===== config.mk =====
export PLATFORM = sky130hd
export DESIGN_NAME = blzd_front
export DESIGN_NICKNAME = d
export VERILOG_FILES = /design/src/hw/rtl/blzd_pkg.sv /design/src/hw/rtl/blzd_front.sv
export SDC_FILE = /design/constraint.sdc
export NUM_CORES = 1
export LEC_CHECK = 0
export ABC_AREA = 1
export BUFFER_PORTS_ARGS = -buffer_cell sky130_fd_sc_hd__buf_2
export CAP_MARGIN = 20
export CORE_AREA = 2 2 46 48
export CTS_BUF_LIST = sky130_fd_sc_hd__clkbuf_16
export DETAILED_ROUTE_END_ITERATION = 7
export DIE_AREA = 0 0 48 50
export PLACE_DENSITY = 0.73
export SYNTH_ARGS = -nofsm -noshare
export SYNTH_HDL_FRONTEND = slang
export SYNTH_SLANG_ARGS = --single-unit

===== constraint.sdc =====
create_clock -name clk -period 1.82 [get_ports clk]
set_input_delay 0.364 -clock clk [delete_from_list [all_inputs] [get_ports clk]]
set_output_delay 0.364 -clock clk [all_outputs]
set_load 0.05 [all_outputs]

===== src/hw/rtl/blzd_pkg.sv =====
package blzd_pkg;

    localparam int WindowDepth  = 65536;
    localparam int TableEntries = 52;

    localparam logic [2:0] ST_BYTE   = 3'd0;
    localparam logic [2:0] ST_NEED   = 3'd1;
    localparam logic [2:0] ST_DONE   = 3'd2;
    localparam logic [2:0] ST_ACCEPT = 3'd3;
    localparam logic [2:0] ST_REJECT = 3'd4;

    localparam logic REQ_OFFER = 1'b0;
    localparam logic REQ_STEP  = 1'b1;

    typedef struct packed {
        logic       req_type;
        logic [7:0] in_byte;
    } req_t;

    typedef struct packed {
        logic [2:0]  status;
        logic [7:0]  out_byte;
        logic [15:0] out_addr;
    } rsp_t;

endpackage


===== src/hw/rtl/blzd_front.sv =====
module blzd_front (
    input  logic              clk,
    input  logic              rst_n,
    input  logic              s_tvalid,
    output logic              s_tready,
    input  blzd_pkg::req_t    s_req,
    output logic              q_valid,
    input  logic              q_ready,
    output blzd_pkg::req_t    q_req
);
    import blzd_pkg::*;

    // two-entry request queue
    req_t   buf_reg [2];
    logic   [1:0] cnt_reg;
    logic   rd_reg, wr_reg;
    logic   push, pop;

    assign s_tready = (cnt_reg != 2'd2);
    assign push     = s_tvalid && s_tready;
    assign q_valid  = (cnt_reg != 2'd0);
    assign pop      = q_valid && q_ready;
    assign q_req    = buf_reg[rd_reg];

    always_ff @(posedge clk)
    begin
        if (push)
        begin
            buf_reg[wr_reg] <= s_req;
        end
    end

    always_ff @(posedge clk or negedge rst_n)
    begin
        if (!rst_n)
        begin
            cnt_reg <= 2'd0;
            rd_reg  <= 1'b0;
            wr_reg  <= 1'b0;
        end
        else
        begin
            if (push)
            begin
                wr_reg <= ~wr_reg;
            end
            if (pop)
            begin
                rd_reg <= ~rd_reg;
            end
            cnt_reg <= cnt_reg + {1'b0, push} - {1'b0, pop};
        end
    end
endmodule


# Yosys cells after proc, flatten, opt, wreduce, memory -nomap -nowiden
# Memory sizes are Yosys's and may differ from the RTL's.
# Index checks and enable logic that the tools add are counted.
dict set report classes {
  mux 2
  n_reduce_logical 3
  n_addsub 2
  n_lt_le_gt_ge 0
  multipliers 0
  n_shift 0
  n_bitwise 2
  eq_ne 1
  n_div 0
}
# op count
set op_table {}
lappend op_table {{2-bit by 1-bit adder with 2-bit output} 1}
lappend op_table {{1-bit logical AND} 2}
lappend op_table {{1-bit 2-to-1 mux} 2}
lappend op_table {{2-bit inequality test, second input constant} 1}
lappend op_table {{1-bit NOT} 2}
lappend op_table {{2-bit nonzero test} 1}
lappend op_table {{2-bit by 1-bit subtractor with 2-bit output} 1}
dict set report totals {
  elab_cells 14
  reg_bits 4
  in_bits 13
  latch_bits 0
  out_inout_bits 11
  ramBits 18
  mem_count 1
  rom_bits 0
}
# memory words width read_ports rd_clocked_by_memory_dff wr line_no
set mem_list {}
lappend mem_list {buf_reg 2 9 1 0 1 blzd_front.sv:14} ;# req_t buf_reg [2];

# Logic depth before layout (Yosys ltp)
# Gate-level depths: netlist of run 1.
dict set report depth {
  ltp_word 4
  mapped_depth 10
  depth_no_buf 10
}

# Worst setup path after synthesis of run 1
# OpenSTA, ideal clock, no wires.
dict set report synth_timing {
  kind {reg-to-reg}
  start {register cnt_reg[1]}
  end {memory buf_reg[1][0] (netlist name), enable pin}
  setup_slack_ns 0.282
  path_stages_with_launch 4
  required_ns 1.446
  setup_ns 0.374
  synth_period_minus_slack_ns 1.538
  path_buffers 0
  arrival_time_ns 1.163
  path_cell_list {dfrtp_1 nand2_2 nand2_4 nor2_1}
}
dict set report synth_between {
  elab_chain_cells 4
}
# element line_no
set synth_rtl {}
lappend synth_rtl {{start: declaration} blzd_front.sv:15} ;# logic [1:0] cnt_reg;
lappend synth_rtl {{start signal: assignment} blzd_front.sv:51} ;# cnt_reg <= cnt_reg + {1'b0, push} - {1'b0, pop};
lappend synth_rtl {{2-bit inequality test} blzd_front.sv:19} ;# assign s_tready = (cnt_reg != 2'd2);
lappend synth_rtl {{named net s_tready} blzd_front.sv:5} ;# output logic s_tready,
lappend synth_rtl {{1-bit logical AND} blzd_front.sv:20} ;# assign push = s_tvalid && s_tready;
lappend synth_rtl {{1-bit 2-to-1 mux} blzd_front.sv:27} ;# if (push)
lappend synth_rtl {{1-bit 2-to-1 mux (implied by the code)} blzd_front.sv:29} ;# buf_reg[wr_reg] <= s_req;
lappend synth_rtl {{end: declaration} blzd_front.sv:14}
# The timed path passes the listed nets, and every way through them passes these cells.

==> impl_metrics.csv, run 1 <==
group,metric,value,unit
status,status,"finished, final reports clean",
worst_hold_path,min_path_type,"in2reg",
cts,root_buffer,"clkbuf_16",
timing,max_slew_margin,0.750,
setup_path,startpoint,"rd_reg$_DFFE_PN0P_",
finish,largest_register_ffs,18,
finish,synthToLayoutAreaGrowth,26.1,%
finish,nets,122,
timing,clock.fmax,582,MHz
synthesis,syn-instance-count,78,
setup_path,max_stage_delay,0.50,ns
floorplan,dieArea,2400,um2
cts,clock_latency,0.25,ns
setup_path,reg2reg_slack,0.42,ns
floorplan,row_count,16,
worst_hold_path,min_path_cells,1,
timing,slew_viol_final,0,
synthesis,synth_seq_cells,22,
global_routing,track_usage,0.138,
synthesis,ys_types,11,
placed_design,port_buffers,23,
floorplan,ioPinCount,24,
route,wl_per_cell,10.9,um
floorplan,start_util,0.472,
route,drcViolationCount,0,
route,num_vias,593,
timing,period_share,0.944,
route,firstDrtPassIters,6,
setup_path,r2r-end,"cnt_reg[1]$_DFF_PN0_",
finish,drive_gt1_frac,0.321,
synthesis,syn_avg_cell_area,11.5,um2
timing,tns,0,ns
timing,final.min_clock_period,1.72,ns
floorplan,die-height,50,um
route,drt_iter0_markers,14,
worst_hold_path,min-delay-start,"s_req[1]",
finish,n_fill_cell,157,
global_routing,grt_first_pass_wirelength,2.34,mm
route,antenna_left,0,
route,wirelength,1.45,mm
floorplan,die_w,48,um
placed_design,post-dp-hpwl,1.05,mm
pwr,vdd_drop_max,947,uV
synthesis,yosysSeqAreaShare,0.714,
timing,final-setup-viol-count,0,
setup_path,cp-start-kind,"flop",
setup_path,rr_worst_depth,10,
cts,cts_made_buffers,3,
global_routing,overflow,0,
run,maxCapViolCount,0,
setup_path,worstPathRequired,1.46,ns
timing,grt_setup_unrepaired,"no",
timing,skew,0.00134,ns
finish,diodes,0,
setup_path,timing.rr.start,"cnt_reg[0]$_DFF_PN0_",
setup_path,crit_path_end_kind,"output pin",
route,viasPerCell,4.46,
setup_path,worstPathMaxFanout,11,
floorplan,core_area,1900,um2
cts,cts_sinks,22,
setup_path,worstPathArrival,1.35,ns
setup_path,worstPathCellList,"inv_2, nand2_1, nand2_1, buf_2",
cts,clk_pin_slew_worst_paths,0.05,ns
cts,clockBufferDepth,2,
setup_path,slowest_stage,"dfrtp_1",
pwr,power_density,1960,nW/um2
cts,cts_htree_levels,1,
timing,worst_pin_slew,0.374,ns
cts,cts.repair.resized,0,
timing,timing.hold.ws,0.302,ns
global_routing,grt_antenna_before_repair,0,
worst_hold_path,worst_hold_path.endpoint,"buf_reg[1][1]$_DFFE_PP_",
synthesis,synth_area,897,um2
synthesis,syn-num-nets,93,
placed_design,gp_congestion,0.687,
synthesis,yosysWarnings,0,
pwr,leakagePower,0.000542,uW
global_routing,grt_pass1_vias,577,
setup_path,worst_path_most_repeated_cell,"nand2_1",
timing,hold_violations,0,
setup_path,criticalPathCategory,"reg2out",
cts,cts_tree,"built",
global_routing,grt_max_degree,13,
layout by cell type, fill, tap and decap left out:
cell type,n
dlygate4sd3_1,1
dfrtp_1,4
nand3_1,3
buf_2,23
nor2_1,1
nand2_2,4
edfxtp_1,18
inv_2,2
inv_1,7
nand2_1,35
buf_4,1
clkbuf_16,3
clkinv_1,1
nand2_4,1
ha_1,2
worst max path at each step:
| stage | depth (start not counted) | slack (ns) | endpoint |
|---|---|---|---|
| after floorplan | 3 | 0.28 | buf_reg[1][0]$_DFFE_PP_ |
| after global placement | 4 | 0.38 | q_req[3] |
| after detailed placement | 4 | 0.36 | q_req[3] |
| after CTS | 4 | 0.1 | q_req[4] |
| after global routing | 4 | 0.004 | q_req[7] |
| final | 4 | 0.10 | q_req[4] |
repair_timing:
item	CTS	global route
hold buffers	1	0
hold endpoints to repair	4	0
endpoints found under the setup margin	0	0
buffers inserted	0	0
layout make-up:
cell class / instances / area [um2] / share of cell area
clock buffer: 3 / 75.1 / 0.0664
sequential: 22 / 641 / 0.566
inverter: 9 / 33.8 / 0.0299
tap: 27 / 33.8 / 0.0299
clock inverter: 1 / 3.75 / 0.00332
multi-input combinational: 46 / 211 / 0.187
timing repair buffer: 25 / 133 / 0.117
cell usage after synthesis:
| library cell | instances | area [um2] |
|---|---|---|
| nand2_1 | 35 | 131 |
| edfxtp_1 | 18 | 541 |
| inv_1 | 7 | 26.3 |
| dfrtp_1 | 4 | 100 |
| nand2_2 | 4 | 25.0 |
| nand3_1 | 3 | 15.0 |
| ha_1 | 2 | 25.0 |
| inv_2 | 2 | 7.51 |
| buf_6 | 1 | 11.3 |
| nand2_4 | 1 | 11.3 |
| nor2_1 | 1 | 3.75 |
where the power goes:
group          internal [uW]  leakage (uW)  total (uW)  switching, uW
Clock                    292     0.0000385         448            156
Sequential               700      0.000215         779           79.6
Combinational            227      0.000288         993            765
cells by family (layout without fill, tap and decap cells):
family	count (synthesis)	count (layout)	share of synthesized area
fa+ha+maj	2	2	0.0279
buf+inv	10	38	0.0502
flops	22	22	0.714
simple gates	44	44	0.208
metrics by stage:
step | utilization | area (um2) | worst slack (ns) | total power [uW] | instances
floorplan | - | 897 | 0.282 | 1570 | 78
global placement | 0.548 | 1040 | 0.382 | 1750 | 128
detailed placement | 0.548 | 1040 | 0.364 | 1790 | 128
CTS | 0.595 | 1130 | 0.0998 | 2240 | 133
global route | 0.595 | 1130 | 0.00361 | 2370 | 133
finish | 0.595 | 1130 | 0.102 | 2220 | 133
routing by layer:
| metal | track usage | vias up | wire length, um | share of wire |
|---|---|---|---|---|
| met5 | 0 | - | 0 | 0 |
| met2 | 0.220 | 15 | 701 | 0.49 |
| met3 | 0.0330 | 2 | 67 | 0.046 |
| li1 | - | 305 | - | - |
| met4 | 0.0541 | 0 | 12 | 0.0083 |
| met1 | 0.174 | 271 | 663 | 0.46 |
critical path, delay by kind of cell (launching register included):
| family | cells | cell delay (ns) |
|---|---|---|
| simple gates | 2 | 0.13 |
| flops | 1 | 0.50 |
| buf+inv | 2 | 0.47 |
Power figures use the tool's default switching activity.
==> inputs of run 2 (changes only) <==
--- a/config.mk
+++ b/config.mk
@@ -5,14 +5,13 @@
 export SDC_FILE = /design/constraint.sdc
 export NUM_CORES = 1
 export LEC_CHECK = 0
-export ABC_AREA = 1
 export BUFFER_PORTS_ARGS = -buffer_cell sky130_fd_sc_hd__buf_2
 export CAP_MARGIN = 20
-export CORE_AREA = 2 2 46 48
+export CORE_AREA = 2 2 47 49
 export CTS_BUF_LIST = sky130_fd_sc_hd__clkbuf_16
 export DETAILED_ROUTE_END_ITERATION = 7
-export DIE_AREA = 0 0 48 50
-export PLACE_DENSITY = 0.73
+export DIE_AREA = 0 0 49 51
+export PLACE_DENSITY = 0.7
 export SYNTH_ARGS = -nofsm -noshare
 export SYNTH_HDL_FRONTEND = slang
 export SYNTH_SLANG_ARGS = --single-unit
==> constraint.sdc (replaced) <==
create_clock -name clk -period 1.5 [get_ports clk]
set_input_delay 0.3 -clock clk [delete_from_list [all_inputs] [get_ports clk]]
set_output_delay 0.3 -clock clk [all_outputs]
set_load 0.05 [all_outputs]
==> impl_metrics.csv, run 2 <==
group,metric,value,unit
setup_path,cp-start-kind,"flop",
synthesis,synth_seq_cells,22,
global_routing,overflow,0,
cts,clock_latency,0.25,ns
synthesis,synthXorXnorAreaFrac,0.0414,
route,wl_per_cell,12.7,um
route,antenna_left,0,
pwr,pwr-share-seq,0.278,
setup_path,worstPathRequired,1.63,ns
cts,cts_made_buffers,3,
synthesis,synth.mux.area_fraction,0.120,
finish,largest_register_ffs,18,
route,drcViolationCount,0,
timing,hold_violations,0,
finish,drive_gt1_frac,0.697,
pwr,pwr-share-comb,0.565,
route,num_vias,526,
timing,final-setup-viol-count,11,
synthesis,ys_types,14,
synthesis,synth.area.top_cells,"edfxtp_1 (64%), mux2_1 (12%), dfrtp_1 (12%)",
route,drt_iter0_markers,2,
placed_design,port_buffers,23,
floorplan,die_w,49,um
cts,cts_htree_levels,1,
pwr,clockPowerShare,0.158,
global_routing,track_usage,0.135,
timing,max_slew_margin,0.897,
synthesis,synth_compound_area_frac,0,
synthesis,ys_async_sr_fraction,0.182,
setup_path,criticalPathCategory,"reg2reg",
setup_path,max_stage_delay,0.39,ns
synthesis,synth_largest_type_area_fraction,0.639,
floorplan,dieArea,2500,um2
synthesis,yosysSeqAreaShare,0.757,
pwr,leakagePower,0.000603,uW
pwr,power_density,2430,nW/um2
global_routing,grt_pass1_vias,572,
timing,final.min_clock_period,1.60,ns
synthesis,ys_top_cells_by_count,"edfxtp_1 (18), mux2_1 (9), dfrtp_1 (4)",
finish,regArea,642,um2
finish,final_util,0.675,
timing,skew,0.00426,ns
global_routing,grt_max_degree,13,
setup_path,worstPathMaxFanout,2,
finish,n_fill_cell,154,
run,maxCapViolCount,0,
route,viasPerCell,4.50,
pwr,p_sw,1200,uW
placed_design,gp_congestion,0.551,
floorplan,start_util,0.410,
floorplan,row_count,17,
synthesis,synth-simple-area-share,0.0414,
synthesis,yosysWarnings,0,
synthesis,syn_avg_cell_area,18.8,um2
finish,mostFrequentLayoutCell,"edfxtp_1",
cts,clockBufferDepth,2,
timing,worst_pin_slew,0.153,ns
cts,cts_sinks,22,
synthesis,syn-instance-count,45,
setup_path,worst_path_most_repeated_cell,"ha_4",
synthesis,syn-num-nets,60,
status,failed_checks,"setup timing",
synthesis,synthAdderAreaFrac,0.0296,
finish,nets,105,
finish,diodes,0,
finish,final_cell_mix,"edfxtp_1 (18), buf_2 (12), buf_6 (12), buf_4 (12), mux2_4 (9)",
cts,cts_tree,"built",
route,firstDrtPassIters,2,
floorplan,ioPinCount,24,
cts,root_buffer,"clkbuf_16",
synthesis,synth_top_family_by_area,"multiplexers",
synthesis,synth_area,846,um2
setup_path,worstPathArrival,1.73,ns
floorplan,die-height,51,um
timing,setup_ws,-0.105,ns
pwr,power.internal,2170,uW
synthesis,synthMostInstantiatedCell,"edfxtp_1",
status,status,"finished, violations left",
timing,period_share,1.07,
placed_design,post-dp-hpwl,918,um
finish,synthToLayoutAreaGrowth,64.6,%
global_routing,grt_antenna_before_repair,0,
timing,grt_setup_unrepaired,"yes",
pwr,power,3380,uW
pwr,swShare,0.357,
route,wirelength,1.48,mm
timing,slew_viol_final,0,
global_routing,grt_first_pass_wirelength,2.39,mm
setup_path,worstPathCellList,"or2_4, and2_4, ha_4, inv_2, ha_4, xnor2_2, xnor2_1",
synthesis,yosysTopAreaCell,"edfxtp_1",
finish,multi_input_area,278,um2
timing,clock.fmax,623,MHz
synthesis,synth-edff-count,18,
pwr,vdd_drop_max,1700,uV
setup_path,crit_path_end_kind,"flop",
worst_hold_path,min_path_type,"in2reg",
synthesis,ys.flop_type,"edfxtp_1",
setup_path,slowest_stage,"dfrtp_1",
floorplan,core_area,2060,um2
cts,clk_pin_slew_worst_paths,0.05,ns
[run 2: cell count changes after synthesis, sizes merged]
cell,change
xnor2,+3
xor2,+1
or2,+1
mux2,+9
nand3,-3
and3,+1
inv,-8
nand2,-39
nand2b,+1
and2,+1
[run 2: metal layers]
metal | part of all wire | vias up | global-route usage | routed length [um]
met4 | 0.011 | 0 | 0.0714 | 17
li1 | - | 253 | - | -
met1 | 0.39 | 251 | 0.148 | 582
met2 | 0.54 | 18 | 0.253 | 806
met3 | 0.051 | 4 | 0.0205 | 75
met5 | 0 | - | 0 | 0
[run 2: critical path: cells and delay by family (launching register included)]
| family | cells | cell delay [ns] |
|---|---|---|
| simple gates | 2 | 0.40 |
| fa+ha+maj | 2 | 0.40 |
| flops | 1 | 0.39 |
| xor+xnor | 2 | 0.25 |
| buf+inv | 1 | 0.04 |
[run 2: area by class of cell]
type,count,area share
clock buffers,3,0.0539
clock inverters,1,0.00270
inverters,1,0.00270
multi-input cells,21,0.199
flip-flops and latches,22,0.461
well taps,28,0.0252
repair buffers,41,0.255
[run 2: repair_timing]
action / in CTS / in global routing
pin swaps: 6 / 5
buffers inserted: 7 / 1
hold buffers: 1 / 0
endpoints found under the hold margin: 4 / 0
endpoints found under the setup margin: 11 / 19
gates resized for setup: 39 / 9
gates cloned: 0 / 0
[run 2: cell families (layout without fill, tap and decap cells)]
group / Yosys count / in the layout
DFF: 22 / 22
xor gates and xnor gates: 4 / 4
buffers and inverters: 2 / 46
muxes: 9 / 9
adders and majority gates: 2 / 2
and+or+nand+nor: 6 / 6
[run 2: per-stage QoR]
| step | setup TNS (ns) | instances | hold WS (ns) | worst slack [ns] | instance area (um2) |
|---|---|---|---|---|---|
| after floorplan | -1.53 | 45 | 0.00441 | -0.182 | 866 |
| after global placement | -0.0530 | 104 | 0.111 | -0.0530 | 1080 |
| after detailed placement | -0.148 | 104 | 0.115 | -0.114 | 1080 |
| after CTS | -0.592 | 116 | 0.240 | -0.104 | 1350 |
| after global routing | -1.07 | 117 | 0.240 | -0.141 | 1390 |
| final | -0.770 | 117 | 0.243 | -0.105 | 1390 |
[run 2: power by group through the flow]
stage                     logic (uW)  registers [uW]  clock network, uW
after global placement          1170             962                  0
after global routing            2010             955                562
after detailed placement        1200             973                  0
final                           1910             937                533
after floorplan                  904             911                  0
after CTS                       1810             924                543
[run 2: worst paths after layout]
check | from | endpoint | slack (ns) | cells after the start
setup / recovery | cnt_reg[0]$_DFF_PN0_ | cnt_reg[1]$_DFF_PN0_ | -0.10 | 7
hold / removal | s_req[8] | buf_reg[0][8]$_DFFE_PP_ | 0.24 | 1
setup reg to reg | cnt_reg[0]$_DFF_PN0_ | cnt_reg[1]$_DFF_PN0_ | -0.10 | 7
hold reg to reg | wr_reg$_DFFE_PN0N_ | wr_reg$_DFFE_PN0N_ | 0.53 | 1
max in group asynchronous | rst_n | rd_reg$_DFFE_PN0P_ | 0.97 | 2
min in group asynchronous | rst_n | wr_reg$_DFFE_PN0N_ | 0.39 | 2
==> inputs of run 3 (changes only) <==
--- a/config.mk
+++ b/config.mk
@@ -7,11 +7,11 @@
 export LEC_CHECK = 0
 export BUFFER_PORTS_ARGS = -buffer_cell sky130_fd_sc_hd__buf_2
 export CAP_MARGIN = 20
-export CORE_AREA = 2 2 47 49
+export CORE_AREA = 2 2 44 46
 export CTS_BUF_LIST = sky130_fd_sc_hd__clkbuf_16
 export DETAILED_ROUTE_END_ITERATION = 7
-export DIE_AREA = 0 0 49 51
-export PLACE_DENSITY = 0.7
+export DIE_AREA = 0 0 46 48
+export PLACE_DENSITY = 0.76
 export SYNTH_ARGS = -nofsm -noshare
 export SYNTH_HDL_FRONTEND = slang
 export SYNTH_SLANG_ARGS = --single-unit
==> constraint.sdc (replaced) <==
create_clock -name clk -period 2.1 [get_ports clk]
set_input_delay 0.42 -clock clk [delete_from_list [all_inputs] [get_ports clk]]
set_output_delay 0.42 -clock clk [all_outputs]
set_load 0.05 [all_outputs]
==> impl_metrics.csv, run 3 (synthesis results as in run 2) <==
group,metric,value,unit
status,status,"finished, final reports clean",
timing,grt_setup_unrepaired,"no",
setup_path,r2r-end,"cnt_reg[1]$_DFF_PN0_",
timing,period_share,0.897,
global_routing,grt_max_degree,13,
setup_path,reg2reg_slack,0.41,ns
worst_hold_path,min_path_type,"in2reg",
setup_path,endpoint,"q_req[0]",
timing,hold_violations,0,
route,drcViolationCount,0,
pwr,power,1810,uW
floorplan,die-height,48,um
cts,cts_made_buffers,3,
timing,slew_viol_final,0,
finish,final_util,0.636,
timing,skew,0.00102,ns
setup_path,worstPathMaxFanout,10,
floorplan,ioPinCount,24,
placed_design,port_buffers,23,
cts,clockBufferDepth,2,
floorplan,core_area,1690,um2
finish,largest_register_ffs,18,
setup_path,rr_worst_depth,7,
cts,clock_latency,0.25,ns
finish,multi_input_area,196,um2
finish,diodes,0,
global_routing,overflow,0,
pwr,power_density,1690,nW/um2
placed_design,post-dp-hpwl,942,um
route,wl_per_cell,14.3,um
global_routing,track_usage,0.137,
route,firstDrtPassIters,4,
pwr,leakagePower,0.000438,uW
timing,max_slew_margin,0.697,
setup_path,worstPathCellList,"mux2_1, buf_2",
floorplan,die_w,46,um
route,antenna_left,0,
cts,post_cts_buffers,0,
finish,drive_gt1_frac,0.384,
timing,clock.fmax,531,MHz
setup_path,cp-start-kind,"flop",
floorplan,start_util,0.501,
setup_path,worstPathArrival,1.46,ns
timing,final-setup-viol-count,0,
cts,cts_tree,"built",
global_routing,grt_antenna_before_repair,0,
finish,final_area,1070,um2
placed_design,place_area,985,um2
cts,root_buffer,"clkbuf_16",
floorplan,dieArea,2210,um2
cts,cts_sinks,22,
finish,nets,89,
setup_path,slowest_stage,"dfrtp_1",
pwr,vdd_drop_max,1330,uV
finish,regArea,641,um2
timing,worst_pin_slew,0.455,ns
route,viasPerCell,5.14,
global_routing,grt_first_pass_wirelength,1.99,mm
timing,final.min_clock_period,1.88,ns
setup_path,criticalPathCategory,"reg2out",
global_routing,grt_pass1_vias,464,
floorplan,row_count,15,
finish,synthToLayoutAreaGrowth,26.9,%
setup_path,timing.rr.start,"cnt_reg[1]$_DFF_PN0_",
cts,clk_pin_slew_worst_paths,0.05,ns
route,drt_iter0_markers,3,
setup_path,startpoint,"rd_reg$_DFFE_PN0P_",
run,maxCapViolCount,0,
finish,final_cell_mix,"buf_2 (23), edfxtp_1 (18), mux2_1 (9), dfrtp_1 (4)",
route,num_vias,463,
finish,mostFrequentLayoutCell,"buf_2",
worst_hold_path,min_path_cells,1,
timing,tns,0,ns
setup_path,crit_path_end_kind,"output pin",
finish,n_fill_cell,123,
placed_design,gp_congestion,0.714,
route,wirelength,1.29,mm
setup_path,worstPathRequired,1.68,ns
cts,cts_htree_levels,1,
placed_design,dp_worst_setup_slack,0.401,ns
timing,setup_ws,0.215,ns
setup_path,max_stage_delay,0.62,ns
[run 3: cell count changes in the layout (fill, tap and decap cells not counted), sizes merged]
cell and change:
buf -16, clkinv +1, inv -1
[run 3: routing by layer]
| layer | track usage | vias to the layer above | wire length [um] | part of all wire |
|---|---|---|---|---|
| li1 | - | 221 | - | - |
| met1 | 0.158 | 222 | 487 | 0.38 |
| met2 | 0.231 | 16 | 725 | 0.56 |
| met3 | 0.0340 | 4 | 49 | 0.038 |
| met4 | 0.0857 | 0 | 25 | 0.019 |
| met5 | 0 | - | 0 | 0 |
[run 3: worst min path at each step]
stage	startpoint	slack, ns	end
after global routing	s_req[2]	0.36	buf_reg[1][2]$_DFFE_PP_
after CTS	s_req[5]	0.35	buf_reg[0][5]$_DFFE_PP_
after floorplan	rst_n	0.12	cnt_reg[0]$_DFF_PN0_
final	s_req[7]	0.36	buf_reg[1][7]$_DFFE_PP_
after detailed placement	rst_n	0.23	cnt_reg[0]$_DFF_PN0_
after global placement	rst_n	0.23	cnt_reg[0]$_DFF_PN0_
[run 3: stage by stage]
step,hold WS (ns),cells
final,0.360,90
after global routing,0.357,90
after CTS,0.354,90
after detailed placement,0.231,85
after global placement,0.231,85
after floorplan,0.124,45
[run 3: worst max-delay path: cells and delay by family (launching register included)]
| kind | cells | cell delay (ns) |
|---|---|---|
| buffers and inverters | 1 | 0.22 |
| muxes | 1 | 0.38 |
| DFF | 1 | 0.62 |
[run 3: area by class of cell]
class / instances / area share
flip-flops and latches: 22 / 0.597
multi-input cells: 21 / 0.183
repair buffers: 25 / 0.124
clock buffers: 3 / 0.0699
well taps: 17 / 0.0198
clock inverters: 1 / 0.00350
inverters: 1 / 0.00350
[run 3: what timing repair did]
action / in CTS / in global routing
hold endpoints to repair: 4 / 0
hold buffers: 1 / 0
gates resized for setup: 0 / 0
endpoints found under the setup margin: 0 / 0
[run 3: where the power goes]
part,internal (uW),total (uW),switching [uW]
sequential,610,689,78.5
clock,253,387,134
combinational,222,738,516
